--- config.mk ---
export PLATFORM = sky130hd
export DESIGN_NAME = ata_verify_sweep_taskfile_gen_unit
export DESIGN_NICKNAME = d
export VERILOG_FILES = /design/src/rtl/avs_pkg.sv /design/src/rtl/avs_div.sv /design/src/rtl/avs_ctrl.sv /design/src/rtl/avs_dp.sv /design/src/rtl/ata_verify_sweep_taskfile_gen_unit.sv
export SDC_FILE = /design/constraint.sdc
export NUM_CORES = 1
export LEC_CHECK = 0
export BUFFER_PORTS_ARGS = -buffer_cell sky130_fd_sc_hd__buf_2
export CAP_MARGIN = 15
export CELL_PAD_IN_SITES_DETAIL_PLACEMENT = 1
export CELL_PAD_IN_SITES_GLOBAL_PLACEMENT = 1
export CORE_ASPECT_RATIO = 0.6
export CORE_UTILIZATION = 43
export CTS_CLUSTER_SIZE = 12
export DETAILED_ROUTE_END_ITERATION = 16
export GPL_TIMING_DRIVEN = 1
export PLACE_DENSITY = 0.75
export SKIP_CTS_REPAIR_TIMING = 1
export SYNTH_ARGS = -nofsm -noshare
export SYNTH_HDL_FRONTEND = slang
export SYNTH_HIERARCHICAL = 1
export SYNTH_SLANG_ARGS = --single-unit
--- constraint.sdc ---
create_clock -name clk -period 3.6 [get_ports clk]
set_input_delay 0.18 -clock clk [delete_from_list [all_inputs] [get_ports clk]]
set_output_delay 0.18 -clock clk [all_outputs]
set_load 0.05 [all_outputs]
--- src/rtl/avs_pkg.sv ---
// Shared types, codes and helpers for the ATA read-verify sweep sequencer.
package avs_pkg;

  localparam int SECTOR_BITS_DEF = 48;

  // Input function codes
  localparam logic [1:0] FUNC_RESTART  = 2'd0;
  localparam logic [1:0] FUNC_ISSUE    = 2'd1;
  localparam logic [1:0] FUNC_COMPLETE = 2'd2;

  // Addressing and length modes
  localparam logic [3:0] MODE_CHS      = 4'd0;
  localparam logic [3:0] MODE_LBA      = 4'd1;
  localparam logic [3:0] MODE_LBA48    = 4'd2;
  localparam logic [3:0] MODE_CHS7     = 4'd3;
  localparam logic [3:0] MODE_CHSTRK   = 4'd4;
  localparam logic [3:0] MODE_LBA7     = 4'd5;
  localparam logic [3:0] MODE_LBA63    = 4'd6;
  localparam logic [3:0] MODE_LBA48X7  = 4'd7;
  localparam logic [3:0] MODE_LBA48X63 = 4'd8;

  // Configuration register indexes
  localparam logic [2:0] CFG_MODE  = 3'd0;
  localparam logic [2:0] CFG_DRIVE = 3'd1;
  localparam logic [2:0] CFG_CYL   = 3'd2;
  localparam logic [2:0] CFG_HEADS = 3'd3;
  localparam logic [2:0] CFG_SPT   = 3'd4;

  // Task-file register offsets
  localparam logic [2:0] TF_FEATURES = 3'd1;
  localparam logic [2:0] TF_COUNT    = 3'd2;
  localparam logic [2:0] TF_LBA_LO   = 3'd3;
  localparam logic [2:0] TF_LBA_MID  = 3'd4;
  localparam logic [2:0] TF_LBA_HI   = 3'd5;
  localparam logic [2:0] TF_DEVICE   = 3'd6;
  localparam logic [2:0] TF_COMMAND  = 3'd7;

  localparam logic [7:0] CMD_VERIFY     = 8'h40;
  localparam logic [7:0] CMD_VERIFY_EXT = 8'h42;
  localparam logic [7:0] DEV_CHS        = 8'hA0;
  localparam logic [7:0] DEV_LBA        = 8'hE0;
  localparam logic [7:0] DEV_LBA48      = 8'h40;

  localparam logic [3:0] RUN_SHORT = 4'd7;
  localparam logic [3:0] RUN_LONG  = 4'd11;

  typedef struct packed {
    logic [3:0]  mode;
    logic        drive;
    logic [15:0] cylinders;
    logic [7:0]  heads;
    logic [7:0]  spt;
  } cfg_t;

  typedef struct packed {
    logic       restart;
    logic       complete;
    logic       div_start;
    logic       div_sel;
    logic       calc_len;
    logic       load_out;
    logic       refused;
    logic [3:0] idx;
    logic       last;
  } cmd_t;

  typedef struct packed {
    logic div_done;
    logic refuse;
    logic chs;
    logic wide;
    logic out_free;
  } stat_t;

  function automatic logic [3:0] eff_mode(input logic [3:0] m);
    return (m > MODE_LBA48X63) ? MODE_LBA : m;
  endfunction

  function automatic logic is_chs(input logic [3:0] m);
    logic [3:0] e;
    e = eff_mode(m);
    return (e == MODE_CHS) || (e == MODE_CHS7) || (e == MODE_CHSTRK);
  endfunction

  function automatic logic is_wide(input logic [3:0] m);
    logic [3:0] e;
    e = eff_mode(m);
    return (e == MODE_LBA48) || (e == MODE_LBA48X7) || (e == MODE_LBA48X63);
  endfunction

endpackage

--- src/rtl/avs_div.sv ---
// Restoring divider: W-bit dividend by 8-bit divisor, one quotient bit per cycle.
module avs_div import avs_pkg::*; #(
  parameter int W = SECTOR_BITS_DEF
) (
  input  logic         clk,
  input  logic         rst_n,
  input  logic         start,
  input  logic [W-1:0] dividend,
  input  logic [7:0]   divisor,
  output logic         done,
  output logic [W-1:0] quot,
  output logic [7:0]   rem
);
  localparam int CW = $clog2(W + 1);

  logic          busy_r, busy_nxt;
  logic          done_r, done_nxt;
  logic [CW-1:0] cnt_r, cnt_nxt;
  logic [W-1:0]  quo_r, quo_nxt;
  logic [7:0]    rem_r, rem_nxt;
  logic [8:0]    trial;
  logic          fits;

  assign trial = {rem_r, quo_r[W-1]};
  assign fits  = trial >= {1'b0, divisor};

  always_comb begin
    busy_nxt = busy_r;
    done_nxt = 1'b0;
    cnt_nxt  = cnt_r;
    quo_nxt  = quo_r;
    rem_nxt  = rem_r;
    if (start) begin
      busy_nxt = 1'b1;
      cnt_nxt  = CW'(W);
      quo_nxt  = dividend;
      rem_nxt  = 8'd0;
    end else if (busy_r) begin
      rem_nxt = fits ? 8'(trial - {1'b0, divisor}) : trial[7:0];
      quo_nxt = {quo_r[W-2:0], fits};
      cnt_nxt = cnt_r - CW'(1);
      if (cnt_r == CW'(1)) begin
        busy_nxt = 1'b0;
        done_nxt = 1'b1;
      end
    end
  end

  always_ff @(posedge clk) begin
    if (!rst_n) begin
      busy_r <= 1'b0;
      done_r <= 1'b0;
      cnt_r  <= '0;
    end else begin
      busy_r <= busy_nxt;
      done_r <= done_nxt;
      cnt_r  <= cnt_nxt;
    end
    quo_r <= quo_nxt;
    rem_r <= rem_nxt;
  end

  assign done = done_r;
  assign quot = quo_r;
  assign rem  = rem_r;
endmodule

--- src/rtl/avs_ctrl.sv ---
// Sequencer state machine: accepts items, runs the divisions, paces the write run.
module avs_ctrl import avs_pkg::*; (
  input  logic       clk,
  input  logic       rst_n,
  input  logic       in_valid,
  output logic       in_ready,
  input  logic [1:0] in_func,
  input  stat_t      stat,
  output cmd_t       cmd
);
  typedef enum logic [4:0] {
    S_IDLE = 5'b00001,
    S_DIV1 = 5'b00010,
    S_DIV2 = 5'b00100,
    S_LEN  = 5'b01000,
    S_EMIT = 5'b10000
  } state_t;

  state_t     state_r, state_nxt;
  logic [3:0] idx_r, idx_nxt;
  logic       refused_r, refused_nxt;
  logic [3:0] run_len;
  logic       acc;

  assign in_ready = (state_r == S_IDLE);
  assign acc      = in_valid && in_ready;
  assign run_len  = refused_r ? 4'd1 : (stat.wide ? RUN_LONG : RUN_SHORT);

  always_comb begin
    state_nxt   = state_r;
    idx_nxt     = idx_r;
    refused_nxt = refused_r;
    cmd         = '0;
    cmd.idx     = idx_r;
    cmd.refused = refused_r;
    cmd.last    = (idx_r == run_len - 4'd1);
    case (state_r)
      S_IDLE: begin
        if (acc) begin
          case (in_func)
            FUNC_RESTART:  cmd.restart  = 1'b1;
            FUNC_COMPLETE: cmd.complete = 1'b1;
            FUNC_ISSUE: begin
              idx_nxt = 4'd0;
              if (stat.refuse) begin
                refused_nxt = 1'b1;
                state_nxt   = S_EMIT;
              end else if (stat.chs) begin
                refused_nxt   = 1'b0;
                cmd.div_start = 1'b1;
                state_nxt     = S_DIV1;
              end else begin
                refused_nxt = 1'b0;
                state_nxt   = S_LEN;
              end
            end
            default: ;
          endcase
        end
      end
      S_DIV1: begin
        if (stat.div_done) begin
          // chain quotient straight into the head/cylinder split
          cmd.div_start = 1'b1;
          cmd.div_sel   = 1'b1;
          state_nxt     = S_DIV2;
        end
      end
      S_DIV2: begin
        cmd.div_sel = 1'b1;
        if (stat.div_done) state_nxt = S_LEN;
      end
      S_LEN: begin
        cmd.calc_len = 1'b1;
        state_nxt    = S_EMIT;
      end
      S_EMIT: begin
        if (stat.out_free) begin
          cmd.load_out = 1'b1;
          idx_nxt      = idx_r + 4'd1;
          if (cmd.last) state_nxt = S_IDLE;
        end
      end
      default: state_nxt = S_IDLE;
    endcase
  end

  always_ff @(posedge clk) begin
    if (!rst_n) begin
      state_r   <= S_IDLE;
      idx_r     <= 4'd0;
      refused_r <= 1'b0;
    end else begin
      state_r   <= state_nxt;
      idx_r     <= idx_nxt;
      refused_r <= refused_nxt;
    end
  end
endmodule

--- src/rtl/avs_dp.sv ---
// Datapath: sector cursor, CHS conversion, length sizing and result register.
module avs_dp import avs_pkg::*; #(
  parameter int SECTOR_BITS = SECTOR_BITS_DEF
) (
  input  logic       clk,
  input  logic       rst_n,
  input  cfg_t       cfg,
  input  logic [7:0] in_status,
  input  cmd_t       cmd,
  output stat_t      stat,
  input  logic       out_ready,
  output logic       out_valid,
  output logic       out_write_valid,
  output logic [2:0] out_reg_offset,
  output logic [7:0] out_reg_value,
  output logic       out_last,
  output logic       out_stopped,
  output logic [5:0] out_sectors_in_command
);
  localparam int SB = SECTOR_BITS;
  localparam logic [63:0] B24 = 64'h1000000;
  localparam logic [63:0] B28 = 64'h10000000;
  localparam logic [63:0] B32 = 64'h100000000;
  localparam logic [63:0] LOW24 = 64'hFFFFFF;

  logic [SB-1:0] cursor_r, cursor_nxt;
  logic          halted_r, halted_nxt;
  logic [5:0]    last_len_r, last_len_nxt;
  logic [7:0]    sectn_r, head_r;
  logic [15:0]   cyl_r;
  logic [5:0]    len_r;

  logic          div_done;
  logic [SB-1:0] div_q;
  logic [7:0]    div_rem;
  logic [SB-1:0] div_a;
  logic [7:0]    div_b;
  logic [63:0]   s64, jump;
  logic [3:0]    em;
  logic [8:0]    span;
  logic [5:0]    len_calc;

  assign em    = eff_mode(cfg.mode);
  assign s64   = 64'(cursor_r);
  assign div_a = cmd.div_sel ? div_q : cursor_r;
  assign div_b = cmd.div_sel ? cfg.heads : cfg.spt;

  avs_div #(.W(SB)) u_div (
    .clk      (clk),
    .rst_n    (rst_n),
    .start    (cmd.div_start),
    .dividend (div_a),
    .divisor  (div_b),
    .done     (div_done),
    .quot     (div_q),
    .rem      (div_rem)
  );

  assign stat.div_done = div_done;
  assign stat.chs      = is_chs(cfg.mode);
  assign stat.wide     = is_wide(cfg.mode);
  assign stat.refuse   = halted_r || (is_chs(cfg.mode) &&
                         (cfg.cylinders == 16'd0 || cfg.heads == 8'd0 || cfg.spt == 8'd0));
  assign stat.out_free = !out_valid || out_ready;

  // sectors left on the track from the current sector
  assign span = {1'b0, cfg.spt} - {1'b0, sectn_r} + 9'd1;

  always_comb begin
    case (em)
      MODE_CHS7:     len_calc = (span < 9'd7) ? span[5:0] : 6'd7;
      MODE_CHSTRK:   len_calc = (span > 9'd63) ? 6'd63 : span[5:0];
      MODE_LBA7, MODE_LBA48X7:   len_calc = 6'd7;
      MODE_LBA63, MODE_LBA48X63: len_calc = 6'd63;
      default:       len_calc = 6'd1;
    endcase
  end

  // LBA48 single-sector mode hops across the 24/28/32-bit boundaries
  always_comb begin
    if (s64 < B24)      jump = s64 + B24;
    else if (s64 < B28) jump = s64 + (B28 - B24);
    else if (s64 < B32) jump = s64 + (B32 - B28);
    else                jump = s64 + 64'd1 - B32;
  end

  always_comb begin
    cursor_nxt   = cursor_r;
    halted_nxt   = halted_r;
    last_len_nxt = last_len_r;
    if (cmd.restart) begin
      cursor_nxt   = '0;
      halted_nxt   = 1'b0;
      last_len_nxt = 6'd1;
    end else if (cmd.complete && !halted_r) begin
      if (in_status[0]) halted_nxt = 1'b1;
      else if (em == MODE_LBA48 && (s64 & LOW24) == 64'd0) cursor_nxt = jump[SB-1:0];
      else cursor_nxt = cursor_r + SB'(last_len_r);
    end else if (cmd.calc_len) begin
      last_len_nxt = len_calc;
    end
  end

  always_ff @(posedge clk) begin
    if (!rst_n) begin
      cursor_r   <= '0;
      halted_r   <= 1'b0;
      last_len_r <= 6'd1;
    end else begin
      cursor_r   <= cursor_nxt;
      halted_r   <= halted_nxt;
      last_len_r <= last_len_nxt;
    end
    // the first division finishes as the second one is started
    if (div_done && cmd.div_start) sectn_r <= div_rem + 8'd1;
    if (div_done && cmd.div_sel && !cmd.div_start) begin
      head_r <= div_rem;
      cyl_r  <= div_q[15:0];
    end
    if (cmd.calc_len) len_r <= len_calc;
  end

  logic [2:0] e_off;
  logic [7:0] e_val;
  logic [7:0] drv;
  assign drv = {3'd0, cfg.drive, 4'd0};

  always_comb begin
    e_off = 3'd0;
    e_val = 8'd0;
    if (stat.chs) begin
      case (cmd.idx)
        4'd0: begin e_off = TF_DEVICE;   e_val = DEV_CHS | drv | {4'd0, head_r[3:0]}; end
        4'd1: begin e_off = TF_FEATURES; e_val = 8'd0; end
        4'd2: begin e_off = TF_COUNT;    e_val = {2'd0, len_r}; end
        4'd3: begin e_off = TF_LBA_LO;   e_val = sectn_r; end
        4'd4: begin e_off = TF_LBA_MID;  e_val = cyl_r[7:0]; end
        4'd5: begin e_off = TF_LBA_HI;   e_val = cyl_r[15:8]; end
        default: begin e_off = TF_COMMAND; e_val = CMD_VERIFY; end
      endcase
    end else if (stat.wide) begin
      case (cmd.idx)
        4'd0: begin e_off = TF_DEVICE;   e_val = DEV_LBA48 | drv; end
        4'd1: begin e_off = TF_FEATURES; e_val = 8'd0; end
        4'd2: begin e_off = TF_COUNT;    e_val = 8'd0; end
        4'd3: begin e_off = TF_LBA_LO;   e_val = s64[31:24]; end
        4'd4: begin e_off = TF_LBA_MID;  e_val = s64[39:32]; end
        4'd5: begin e_off = TF_LBA_HI;   e_val = s64[47:40]; end
        4'd6: begin e_off = TF_COUNT;    e_val = {2'd0, len_r}; end
        4'd7: begin e_off = TF_LBA_LO;   e_val = s64[7:0]; end
        4'd8: begin e_off = TF_LBA_MID;  e_val = s64[15:8]; end
        4'd9: begin e_off = TF_LBA_HI;   e_val = s64[23:16]; end
        default: begin e_off = TF_COMMAND; e_val = CMD_VERIFY_EXT; end
      endcase
    end else begin
      case (cmd.idx)
        4'd0: begin e_off = TF_DEVICE;   e_val = DEV_LBA | drv | {4'd0, s64[27:24]}; end
        4'd1: begin e_off = TF_FEATURES; e_val = 8'd0; end
        4'd2: begin e_off = TF_COUNT;    e_val = {2'd0, len_r}; end
        4'd3: begin e_off = TF_LBA_LO;   e_val = s64[7:0]; end
        4'd4: begin e_off = TF_LBA_MID;  e_val = s64[15:8]; end
        4'd5: begin e_off = TF_LBA_HI;   e_val = s64[23:16]; end
        default: begin e_off = TF_COMMAND; e_val = CMD_VERIFY; end
      endcase
    end
  end

  logic out_valid_r, out_valid_nxt;
  assign out_valid_nxt = cmd.load_out ? 1'b1 : (out_ready ? 1'b0 : out_valid_r);

  always_ff @(posedge clk) begin
    if (!rst_n) out_valid_r <= 1'b0;
    else        out_valid_r <= out_valid_nxt;
    if (cmd.load_out) begin
      out_write_valid        <= !cmd.refused;
      out_reg_offset         <= cmd.refused ? 3'd0 : e_off;
      out_reg_value          <= cmd.refused ? 8'd0 : e_val;
      out_last               <= cmd.last;
      out_stopped            <= cmd.refused;
      out_sectors_in_command <= cmd.refused ? 6'd0 : len_r;
    end
  end

  assign out_valid = out_valid_r;
endmodule

--- src/rtl/ata_verify_sweep_taskfile_gen_unit.sv ---
// Top level of the ATA read-verify sweep sequencer with its APB register file.
// Restart, completion and unused items act in idle; an LBA issue sizes its length,
// then emits 7 or 11 results; a refused issue emits one closing result; a CHS issue
// first runs two serial divisions on the divider, one quotient bit per cycle.
// One item is in flight at a time; the next is taken once its last result is loaded.
// Synchronous active-low reset clears cursor, halt flag and config registers; last length reads 1.
module ata_verify_sweep_taskfile_gen_unit import avs_pkg::*; #(
  parameter int SECTOR_BITS = SECTOR_BITS_DEF
) (
  input  logic        clk,
  input  logic        rst_n,
  input  logic        in_valid,
  output logic        in_ready,
  input  logic [1:0]  in_func,
  input  logic [7:0]  in_status,
  output logic        out_valid,
  input  logic        out_ready,
  output logic        out_write_valid,
  output logic [2:0]  out_reg_offset,
  output logic [7:0]  out_reg_value,
  output logic        out_last,
  output logic        out_stopped,
  output logic [5:0]  out_sectors_in_command,
  input  logic        psel,
  input  logic        penable,
  input  logic        pwrite,
  input  logic [4:0]  paddr,
  input  logic [31:0] pwdata,
  output logic [31:0] prdata,
  output logic        pready
);
  cfg_t  cfg_r, cfg_nxt;
  cmd_t  cmd;
  stat_t stat;
  logic  wr;

  assign pready = 1'b1;
  assign wr     = psel && penable && pwrite;

  always_comb begin
    cfg_nxt = cfg_r;
    if (wr) begin
      case (paddr[4:2])
        CFG_MODE:  cfg_nxt.mode      = pwdata[3:0];
        CFG_DRIVE: cfg_nxt.drive     = pwdata[0];
        CFG_CYL:   cfg_nxt.cylinders = pwdata[15:0];
        CFG_HEADS: cfg_nxt.heads     = pwdata[7:0];
        CFG_SPT:   cfg_nxt.spt       = pwdata[7:0];
        default: ;
      endcase
    end
  end

  always_comb begin
    case (paddr[4:2])
      CFG_MODE:  prdata = {28'd0, cfg_r.mode};
      CFG_DRIVE: prdata = {31'd0, cfg_r.drive};
      CFG_CYL:   prdata = {16'd0, cfg_r.cylinders};
      CFG_HEADS: prdata = {24'd0, cfg_r.heads};
      CFG_SPT:   prdata = {24'd0, cfg_r.spt};
      default:   prdata = 32'd0;
    endcase
  end

  always_ff @(posedge clk) begin
    if (!rst_n) cfg_r <= '0;
    else        cfg_r <= cfg_nxt;
  end

  avs_ctrl u_ctrl (
    .clk      (clk),
    .rst_n    (rst_n),
    .in_valid (in_valid),
    .in_ready (in_ready),
    .in_func  (in_func),
    .stat     (stat),
    .cmd      (cmd)
  );

  avs_dp #(.SECTOR_BITS(SECTOR_BITS)) u_dp (
    .clk                    (clk),
    .rst_n                  (rst_n),
    .cfg                    (cfg_r),
    .in_status              (in_status),
    .cmd                    (cmd),
    .stat                   (stat),
    .out_ready              (out_ready),
    .out_valid              (out_valid),
    .out_write_valid        (out_write_valid),
    .out_reg_offset         (out_reg_offset),
    .out_reg_value          (out_reg_value),
    .out_last               (out_last),
    .out_stopped            (out_stopped),
    .out_sectors_in_command (out_sectors_in_command)
  );
endmodule

Yosys cells after proc, flatten, opt, wreduce, memory -nomap -nowiden. Cells that the tools add are included.

Output and inout port bits: 55. Register bits: 221. Input port bits: 54.

Order comparisons: 7. Equal/unequal tests: 36. Reductions and logical operators: 54. Muxes and demuxes: 60. Add/subtract/negate cells: 13. Bitwise logic cells: 6.

Operators with widths (number): 2-to-1 mux 48 bit (7); case mux 8 bit (6 select lines) (2); case mux 16 bit (5 select lines) (1); case mux 8 bit (9 select lines) (1); zero test 64 bit (1); adder 48 x 1 -> 48 bit (second input constant) (1); adder 48 x 25 -> 48 bit (second input constant) (1); adder 48 x 28 -> 48 bit (second input constant) (1); adder 48 x 32 -> 48 bit (second input constant) (1); adder 48 x 6 -> 48 bit (1); less-than comparator 48 x 25 -> 1 bit (second input constant) (1); less-than comparator 48 x 29 -> 1 bit (second input constant) (1); less-than comparator 48 x 33 -> 1 bit (second input constant) (1); subtractor 48 x 33 -> 48 bit (second input constant) (1); case mux 3 bit (6 select lines) (2); 2-to-1 mux 5 bit (7); == test 4 x 3 -> 1 bit (second input constant) (8); 2-to-1 mux 8 bit (4); 2-to-1 mux 4 bit (7); case mux 5 bit (5 select lines) (1); 2-to-1 mux 6 bit (4); case mux 6 bit (4 select lines) (1); AND reduction 2 bit (9); OR reduction 2 bit (9); other kinds (48) (103).

Logic depth before layout (Yosys ltp). Gate-level depths: netlist (run 1).

Depth in word-level cells: 14. Gate-level depth with buffers: 16.

Cells and area by module. Netlist (run 1), hierarchy kept.

Modules (own cells, without submodules): avs_dp (area an instance 8037.7 um^2, cells an instance 929, times used 1, sequential area each 2742.6 um^2); avs_div (area an instance 3124.2 um^2, cells an instance 233, times used 1, sequential area each 1761.7 um^2); ata_verify_sweep_taskfile_gen_unit (area an instance 1860.5 um^2, cells an instance 207, times used 1, sequential area each 740.7 um^2); avs_ctrl (area an instance 701.9 um^2, cells an instance 82, times used 1, sequential area each 200.2 um^2).

Worst setup path after synthesis (run 1). OpenSTA, ideal clock, no wires.

Path kind: reg2reg. Start point: register u_ctrl.state_r[0]. End point: register u_dp.u_div.quo_r[0], in the netlist u_dp/u_div/quot[0], data pin. Arrival time: 3.089 ns. Required time: 3.340 ns. Setup time: 0.260 ns. Slack: 0.251 ns. Stages on the path, launching flop included: 14. Clock period less this slack: 3.349 ns. Cell sequence: dfxtp_1 > or3_1 > buf_2 > a21oi_1 > clkbuf_1 > clkbuf_1 > mux2_2 > inv_1 > ha_1 > a21o_1 > a221oi_2 > o21ai_2 > buf_6 > mux2_2.

RTL lines: start: declaration (line avs_ctrl.sv:19) `state_t state_r, state_nxt;`; start signal: assignment (line avs_ctrl.sv:94) `state_r <= state_nxt;`; end signal: assignment (line avs_div.sv:59) `quo_r <= quo_nxt;`; end: declaration (line avs_div.sv:19) `logic [W-1:0] quo_r, quo_nxt;`.

==> summary.txt, run 1 <==
final cycle utilization of the critical path: 96.0%
post-synth top area share: 22.3%
Final Max Slew Viols: 0
metal2 WL: 18600 um
CTS Buf Count: 24
status: finished, violations left
chip width: 233 um
Via density: 6.19
# diodes: 0
crit end category: register
Hold Crit Start: pwdata[5]
actual slew at the worst max-slew pin: 1150 ps
Post-Syn Area: 0.0137 sq mm
M1 wire length: 23100 um
max_slew headroom: 23.1%
Distinct cells, synth: 101
vias in the first global route: 11829
First-pass DRT Iterations: 6
power per cell area: 392 mW/mm^2
Iter 0 DRT Violations: 1232
fmax: 0.289 GHz
Net count, final: 1620
RD Place Congestion: 0.946
Core ar.: 0.0313 sq mm
setup TNS: 0 ps
RR Startpoint: u_ctrl/state_r[2]
Final Instance Area: 0.0155 sq mm
Synth Area in Simple Gates: 19.1%
Cells after Synth: 1451
Post-Place Cell Area: 0.0147 sq mm
IO Count: 109
mux cell area share after synthesis: 12.2%
CTS tree: yes
Initial Util: 43.9%
clk buf depth: 3
final hold violation count: 2
H-tree depth: 1
main combinational cell family by area after synthesis: simple AND/OR/NAND/NOR gates
met3 wire length: 5130 um
commonest non-fill, non-tap cells in the layout: nand2_1 (145), dfxtp_1 (119), nor2_1 (105)
Final setup viols: 0
WHS: -8.10 ps
max-cap violations: 0
DIE HEIGHT: 140 um
XOR/XNOR Fraction of Synth Area: 3.96%
async set-reset flop share out of synthesis: 0%
DR WL/cell: 24.4 um
# port buffers: 66
Startpoint Class: register
Worst VDD drop: 348 uV
#FFs+latches synth: 221
top_reg_cell synth: dfxtp_1
GRT Util Overall: 28.9%
HPWL after DPL: 35700 um
Antenna Nets Post-Route: 0
Post-synth EDFFs: 102
Critical Path Source: u_ctrl/state_r[2]
largest net degree at the start of global routing: 67
Finished Core Util: 49.6%
CP Data Arrival Time: 3890 ps
total global routing overflow: 0
Root Buffer: clkbuf_16
top routing layer in use: met5
Seq/Total Area, Yosys: 39.7%
final wirelength: 47600 um
Worst Skew: 20.8 ps
P_leak: 5.71 nW
Hold Crit Class: input port to register
most common cell after layout, fill and taps aside: nand2_1
YS warnings: 6
die footprint: 0.0327 sq mm
adder-cell share of the synthesized area: 4.08%
floorplan row count: 50
minimum clock period: 3450 ps
failing checks: negative hold slack
RSZ-0062 raised after global routing: false
Synth area leaders: edfxtp_1 (22%), dfxtp_1 (17%), mux2_2 (7.6%)
Worst Path Required: 4030 ps
P&R area growth vs syn: 13.1%
compound-cell area share of the yosys netlist: 15.4%
total number of vias: 12097
first-pass GRT wire length: 72400 um
DRC: 0
share of post-route cells with drive strength above 1: 19.8%
Max Fanout on Critical Path: 7
Clk Latency, worst-skew pair: 560 ps
Syn Area/Cell: 9.46 sq um
Power, Total: 6.08 mW
CTS Sinks: 221
antenna violations before repair: 1
Worst-path clk slew: 60 ps
Yosys top cell by area: edfxtp_1
CP Class: register to register
## cells in the mapped netlist, types with 8 or more instances
cell type and number:
inv_1 54, or2_2 8, and3_1 14, o21ai_0 44, o211ai_1 12, o22ai_1 8
or3_1 8, o21a_1 11, a211oi_1 13, nor2b_1 18, mux2_2 93, edfxtp_1 102
xor2_1 21, nor4_1 26, nand3_1 44, o31ai_1 10, nor3_1 20, and2_1 19
o31a_1 8, nor2_1 105, dfxtp_1 119, buf_2 19, a21oi_1 77, buf_4 20
a21o_1 13, nand4_1 20, a222oi_1 14, nand2_1 145, xnor2_1 41, a221oi_1 8
mux2i_1 61, a31oi_1 14, nand2b_1 14, clkbuf_1 65, ha_1 40
## area by class of cell
cell class	instances	area (sq um)
Fill cell	3511	15800
Multi-Input combinational cell	1077	7600
Sequential cell	221	5450
Timing Repair Buffer	145	996
Clock buffer	36	687
Tap cell	416	520
Inverter	54	203
Clock inverter	6	68.8
## metrics by stage
| step | cells | setup slack [ps] |
|---|---|---|
| 2_1_floorplan | 1466 | 251 |
| 5_1_grt | 1955 | 20.4 |
| 3_5_place_dp | 1904 | 308 |
| 3_3_place_gp | 1904 | 383 |
| 6_report | 1955 | 145 |
| 4_1_cts | 1946 | 309 |
## critical path, cell delays in order (launching register included)
cell       delay, ps
dfxtp_1          420
nor3_4           270
nand2_1          190
inv_1            160
and4b_1          260
nand2b_1         130
nor2_1           420
o21ai_1          400
a2111oi_0        530
buf_4            220
nand4_1          120
xor2_1           160
nor2_1            60
## per-layer routing
metal,up-vias,global-route usage [%]
met5,-,1.93
met4,2,4.40
met3,51,9.96
met2,490,38.5
met1,6092,44.6
li1,5462,-
## registers in the layout (all words and copies together) (netlist names), 3 cells and up
name and flops:
u_dp/cursor_r 48, u_dp/u_div/quot 48, cfg_r 37, u_dp/cyl_r 16
u_dp/out_reg_value 8, u_dp/sectn_r 8, u_dp/u_div/rem 8, u_dp/last_len_r 6
u_dp/len_r 6, u_dp/out_sectors_in_command 6, u_dp/u_div/cnt_r 6, u_ctrl/state_r 5
u_ctrl/idx_r 4, u_dp/head_r 4, u_dp/out_reg_offset 3
## report_power, final
group,switching [mW],internal (mW),total [mW]
combinational,0.534,0.320,0.854
sequential,0.0856,2.68,2.77
clock,1.07,1.39,2.46
## logic make-up (layout without fill, tap and decap cells)
group                      Yosys count  count (layout)
adders and majority gates           43              43
DFF                                221             221
other                                2              17
xor gates and xnor gates            62              62
AOI/OAI and AO/OA                  301             301
and+or+nand+nor                    499             499
buffers and inverters              168             241
muxes                              155             155
## path summary, 6_finish.rpt
check,slack (ps),cells past startpoint,to
max reg2reg,150,12,u_dp/cursor_r[20]
min reg2reg,480,0,u_dp/cyl_r[12]
max,150,12,u_dp/cursor_r[20]
min,-8,3,cfg_r[5]
No activity file was read; power rests on OpenSTA's default activity.
==> run 2: changes to the inputs <==
CORE_UTILIZATION = 48   (was 43)
PLACE_DENSITY = 0.8   (was 0.75)
clock period = 3.58 ns   (was 3.6 ns; I/O delays follow)
==> summary.txt, run 2 (synthesis gave the netlist of run 1 again) <==
Final Max Slew Viols: 0 (unchanged)
total global routing overflow: 0 (unchanged)
cell family with most CP delay: simple AND/OR/NAND/NOR gates (unchanged)
DIE HEIGHT: 133 um (was 140 um)
Core ar.: 0.0278 sq mm (was 0.0313 sq mm)
post-route setup slack: 141 ps (was 145 ps)
DR WL/cell: 25.2 um (was 24.4 um)
Post-Place Cell Area: 0.0146 sq mm (was 0.0147 sq mm)
GRT Util Overall: 32.3% (was 28.9%)
Power, Total: 5.98 mW (was 6.08 mW)
max-cap violations: 0 (unchanged)
M1 wire length: 22400 um (was 23100 um)
Hold EP: cfg_r[10] (was cfg_r[5])
status: finished, violations left (unchanged)
DRC: 2 (was 0)
Final setup viols: 0 (unchanged)
Finished Core Util: 55.4% (was 49.6%)
Hold Crit Class: input port to register (unchanged)
Worst Skew: 15.4 ps (was 20.8 ps)
met3 wire length: 5500 um (was 5130 um)
Reg2Reg Capture Point: u_dp/u_div/done (was u_dp/cursor_r[20])
top routing layer in use: met4 (was met5)
Worst VDD drop: 284 uV (was 348 uV)
metal2 WL: 19300 um (was 18600 um)
P&R area growth vs syn: 12.2% (was 13.1%)
CTS Buf Count: 23 (was 24)
Worst-path clk slew: 60 ps (about the same)
dpl ws: 253 ps (was 308 ps)
IO Count: 109 (unchanged)
floorplan row count: 47 (was 50)
Crit path buffers/inverters: 1 (was 2)
RR Startpoint: cfg_r[33] (was u_ctrl/state_r[2])
clk buf depth: 3 (unchanged)
setup TNS: 0 ps (unchanged)
first-pass GRT wire length: 71800 um (was 72400 um)
RD Place Congestion: 0.969 (was 0.946)
Startpoint Class: register (unchanged)
CTS Sinks: 221 (unchanged)
fmax: 0.291 GHz (was 0.289 GHz)
P_leak: 5.67 nW (was 5.71 nW)
r2r setup slk: 140 ps (was 150 ps)
critical path's largest stage delay: 580 ps (was 530 ps)
Hold Crit Start: pwdata[2] (was pwdata[5])
First-pass DRT Iterations: 12 (was 6)
most common cell after layout, fill and taps aside: nand2_1 (unchanged)
share of post-route cells with drive strength above 1: 19.4% (was 19.8%)
Initial Util: 49.3% (was 43.9%)
crit end category: register (unchanged)
final wirelength: 48000 um (was 47600 um)
CP Class: register to register (unchanged)
CTS tree: yes (unchanged)
max_slew headroom: 26.7% (was 23.1%)
Clk Latency, worst-skew pair: 550 ps (was 560 ps)
Critical Path Source: cfg_r[33] (was u_ctrl/state_r[2])
commonest non-fill, non-tap cells in the layout: nand2_1 (145), dfxtp_1 (119), nor2_1 (105) (unchanged)
Net count, final: 1621 (was 1620)
CP max-delay cell: dfxtp_1 (was a2111oi_0)
Antenna Nets Post-Route: 0 (unchanged)
r2r worst-path depth: 10 (was 12)
Root Buffer: clkbuf_16 (unchanged)
Cells on Worst Hold Path: 3 (unchanged)
Max Fanout on Critical Path: 19 (was 7)
H-tree depth: 1 (unchanged)
total number of vias: 12239 (was 12097)
RSZ-0062 raised after global routing: false (unchanged)
failing checks: design-rule violations (was negative hold slack)
Final Instance Area: 0.0154 sq mm (was 0.0155 sq mm)
minimum clock period: 3440 ps (was 3450 ps)
CP Data Arrival Time: 3820 ps (was 3890 ps)
Iter 0 DRT Violations: 1444 (was 1232)
actual slew at the worst max-slew pin: 1100 ps (was 1150 ps)
Via density: 6.41 (was 6.19)
final hold violation count: 0 (was 2)
die footprint: 0.0293 sq mm (was 0.0327 sq mm)
# diodes: 0 (unchanged)
# port buffers: 66 (unchanged)
HPWL after DPL: 36000 um (was 35700 um)
chip width: 220 um (was 233 um)
worst path cell trace: nand2_1, nor2_1, nor2_1, or2_2, inv_1, a21o_1, nor3_1, o21bai_4, nand2b_1, nor3_1 (was nor3_4, nand2_1, inv_1, and4b_1, nand2b_1, nor2_1, o21ai_1, a2111oi_0, buf_4, nand4_1, xor2_1, nor2_1)
power per cell area: 388 mW/mm^2 (was 392 mW/mm^2)
Worst Path Required: 3960 ps (was 4030 ps)
final cycle utilization of the critical path: 96.1% (was 96.0%)
antenna violations before repair: 0 (was 1)
vias in the first global route: 11867 (was 11829)
largest net degree at the start of global routing: 49 (was 67)
-- run 2: cell type report --
class / instances / area (sq um)
fill: 3161 / 12400
clock inverter: 3 / 32.5
inverter: 54 / 203
tap: 367 / 459
multi-input combinational: 1077 / 7600
timing repair buffer: 147 / 993
clock buffer: 39 / 666
sequential: 221 / 5450
-- run 2: worst min-delay path: stages --
cell and delay [ps]:
buf_2 80, nand2_1 110, mux2i_1 150
-- run 2: metrics by stage --
stage	hold slack [ps]	instances
2_1_floorplan	296	1466
3_3_place_gp	428	1854
3_5_place_dp	437	1854
4_1_cts	-133	1896
5_1_grt	9.32	1908
6_report	14.2	1908
-- run 2: worst max-delay path by stage --
stage / end / slack, ps / cells after the start
after floorplan: u_dp/u_div/quot[0] / 230 / 13
after global placement: u_dp/len_r[0] / 340 / 12
after detailed placement: u_dp/len_r[0] / 250 / 12
after CTS: u_dp/len_r[0] / 230 / 12
after global routing: u_dp/cursor_r[20] / 30 / 12
final: u_dp/u_div/done / 140 / 10
-- run 2: metal layers --
metal | GRT usage [%] | vias to the layer above
li1 | - | 5482
met1 | 50.5 | 6107
met2 | 43.8 | 589
met3 | 8.67 | 61
met4 | 5.71 | 0
met5 | 0 | -
-- run 2: report_power, final --
| part | total (mW) | leakage (nW) | internal [mW] | switching, mW |
|---|---|---|---|---|
| clock | 2.32 | 0.334 | 1.27 | 1.05 |
| combinational | 0.874 | 3.44 | 0.322 | 0.551 |
| sequential | 2.78 | 1.90 | 2.69 | 0.0881 |
==> run 3: changes to the inputs <==
--- a/config.mk
+++ b/config.mk
@@ -8,12 +8,11 @@
 export BUFFER_PORTS_ARGS = -buffer_cell sky130_fd_sc_hd__buf_2
 export CAP_MARGIN = 15
-export CELL_PAD_IN_SITES_DETAIL_PLACEMENT = 1
-export CELL_PAD_IN_SITES_GLOBAL_PLACEMENT = 1
 export CORE_ASPECT_RATIO = 0.6
-export CORE_UTILIZATION = 48
+export CORE_UTILIZATION = 61
 export CTS_CLUSTER_SIZE = 12
 export DETAILED_ROUTE_END_ITERATION = 16
 export GPL_TIMING_DRIVEN = 1
-export PLACE_DENSITY = 0.8
+export HOLD_SLACK_MARGIN = 0.1
+export PLACE_DENSITY = 0.79
 export SKIP_CTS_REPAIR_TIMING = 1
 export SYNTH_ARGS = -nofsm -noshare
==> constraint.sdc (replaced) <==
create_clock -name clk -period 3.58 [get_ports clk]
set_input_delay 0.716 -clock clk [delete_from_list [all_inputs] [get_ports clk]]
set_output_delay 0.716 -clock clk [all_outputs]
set_load 0.05 [all_outputs]
==> summary.txt, run 3 (synthesis gave the netlist of run 1 again) <==
Max Fanout on Critical Path: 8 (was 19)
Hold Crit Class: input port to register (unchanged)
commonest non-fill, non-tap cells in the layout: nand2_1 (145), dfxtp_1 (119), nor2_1 (105) (unchanged)
floorplan row count: 42 (was 47)
RSZ-0062 raised after global routing: false (unchanged)
Crit path buffers/inverters: 3 (was 1)
worst path cell trace: inv_1, ha_1, inv_1, ha_1, inv_1, fa_1, nor2b_1, o31ai_1, a21oi_1, o32ai_1, or2_2, or4_1 (was nand2_1, nor2_1, nor2_1, or2_2, inv_1, a21o_1, nor3_1, o21bai_4, nand2b_1, nor3_1)
max-cap violations: 0 (unchanged)
IO Count: 109 (unchanged)
H-tree depth: 1 (unchanged)
Worst-path clk slew: 70 ps (was 60 ps)
Final Max Slew Viols: 0 (unchanged)
total global routing overflow: 0 (unchanged)
Antenna Nets Post-Route: 0 (unchanged)
HPWL after DPL: 29600 um (was 36000 um)
# diodes: 0 (unchanged)
CP Data Arrival Time: 3640 ps (was 3820 ps)
Iter 0 DRT Violations: 1848 (was 1444)
clk buf depth: 3 (unchanged)
setup TNS: 0 ps (unchanged)
Worst Path Required: 3830 ps (was 3960 ps)
fmax: 0.296 GHz (was 0.291 GHz)
max_slew headroom: 36.7% (was 26.7%)
most common cell after layout, fill and taps aside: nand2_1 (unchanged)
Core ar.: 0.0221 sq mm (was 0.0278 sq mm)
DR WL/cell: 21.9 um (was 25.2 um)
total number of vias: 11800 (was 12239)
die footprint: 0.0231 sq mm (was 0.0293 sq mm)
actual slew at the worst max-slew pin: 947 ps (was 1100 ps)
DRC: 0 (was 2)
chip width: 196 um (was 220 um)
First-pass DRT Iterations: 7 (was 12)
Clk Latency, worst-skew pair: 530 ps (was 550 ps)
RD Place Congestion: 1.00 (was 0.969)
CP Class: register to register (unchanged)
first-pass GRT wire length: 61800 um (was 71800 um)
Initial Util: 62.2% (was 49.3%)
GRT Util Overall: 34.2% (was 32.3%)
Root Buffer: clkbuf_16 (unchanged)
critical path's largest stage delay: 560 ps (was 580 ps)
share of post-route cells with drive strength above 1: 19.3% (was 19.4%)
Final setup viols: 0 (unchanged)
P&R area growth vs syn: 10.2% (was 12.2%)
post-route setup slack: 196 ps (was 141 ps)
Net count, final: 1602 (was 1621)
vias in the first global route: 10735 (was 11867)
CTS tree: yes (unchanged)
final wirelength: 39600 um (was 48000 um)
largest net degree at the start of global routing: 49 (unchanged)
Via density: 6.53 (was 6.41)
most used cell, CP: inv_1
status: finished, final reports clean (was finished, violations left)
CP max-delay cell: or4_1 (was dfxtp_1)
Fill cells: 1721 (was 3161)
antenna violations before repair: 0 (unchanged)
minimum clock period: 3380 ps (was 3440 ps)
final hold violation count: 0 (unchanged)
cell family with most CP delay: simple AND/OR/NAND/NOR gates (unchanged)
# port buffers: 66 (unchanged)
final cycle utilization of the critical path: 94.5% (was 96.1%)
DIE HEIGHT: 118 um (was 133 um)
Worst VDD drop: 362 uV (was 284 uV)
CTS Sinks: 221 (unchanged)
CTS Buf Count: 23 (unchanged)
dpl ws: 285 ps (was 253 ps)
Startpoint Class: register (unchanged)
Worst Skew: 17.4 ps (was 15.4 ps)
P_leak: 5.59 nW (was 5.67 nW)
crit end category: register (unchanged)
power per cell area: 389 mW/mm^2 (was 388 mW/mm^2)
==> run 3: cell count changes in the layout (fill, tap and decap cells not counted), sizes merged <==
cell and delta:
inv -1, clkbuf -1, dlygate4sd3 -12, clkinvlp -1
buf -7, clkinv +3
==> run 3: routing by layer <==
metal	track usage, %	share of wire (%)	vias to the layer above
li1	-	-	5434
met1	55.0	47	5638
met2	43.6	38	671
met3	11.1	15	57
met4	5.76	1.4	0
met5	0	0	-
==> run 3: layout make-up <==
class | count | area [sq um] | area share [%]
Multi-Input combinational cell | 1077 | 7610 | 50.3
Sequential cell | 221 | 5450 | 36.0
Timing Repair Buffer | 128 | 821 | 5.43
Clock buffer | 38 | 672 | 4.44
Tap cell | 286 | 358 | 2.37
Inverter | 54 | 203 | 1.34
Clock inverter | 4 | 23.8 | 0.157
==> run 3: stage by stage <==
step / hold slack [ps] / instances / power (mW) / area [sq um] / utilization, %
2_1_floorplan: 440 / 1466 / 3.46 / 13800 / -
3_3_place_gp: 454 / 1766 / 3.60 / 14400 / 65.4
3_5_place_dp: 465 / 1766 / 3.62 / 14400 / 65.4
4_1_cts: 441 / 1808 / 5.88 / 15100 / 68.5
5_1_grt: 444 / 1808 / 6.07 / 15100 / 68.5
6_report: 440 / 1808 / 5.88 / 15100 / 68.5
==> run 3: where the power goes <==
group / leakage [nW] / switching (mW) / total [mW] / internal, mW
clock network: 0.341 / 0.998 / 2.28 / 1.28
registers: 1.90 / 0.0805 / 2.77 / 2.69
logic: 3.35 / 0.516 / 0.826 / 0.310
total: 5.59 / 1.59 / 5.88 / 4.28
==> run 3: worst paths after layout <==
| check | end | slack, ps | startpoint | cells after the start |
|---|---|---|---|---|
| worst min-delay path | cfg_r[31] | 440 | pwdata[15] | 3 |
| worst max register to register | u_dp/len_r[0] | 200 | cfg_r[1] | 12 |
| worst min register to register | cfg_r[29] | 470 | cfg_r[29] | 2 |
| worst max-delay path | u_dp/len_r[0] | 200 | cfg_r[1] | 12 |
==> run 3: worst min-delay path, delay by kind of cell <==
kind / cells / cell delay (ps)
buffers and inverters: 1 / 100
muxes: 1 / 50
and+or+nand+nor: 1 / 40
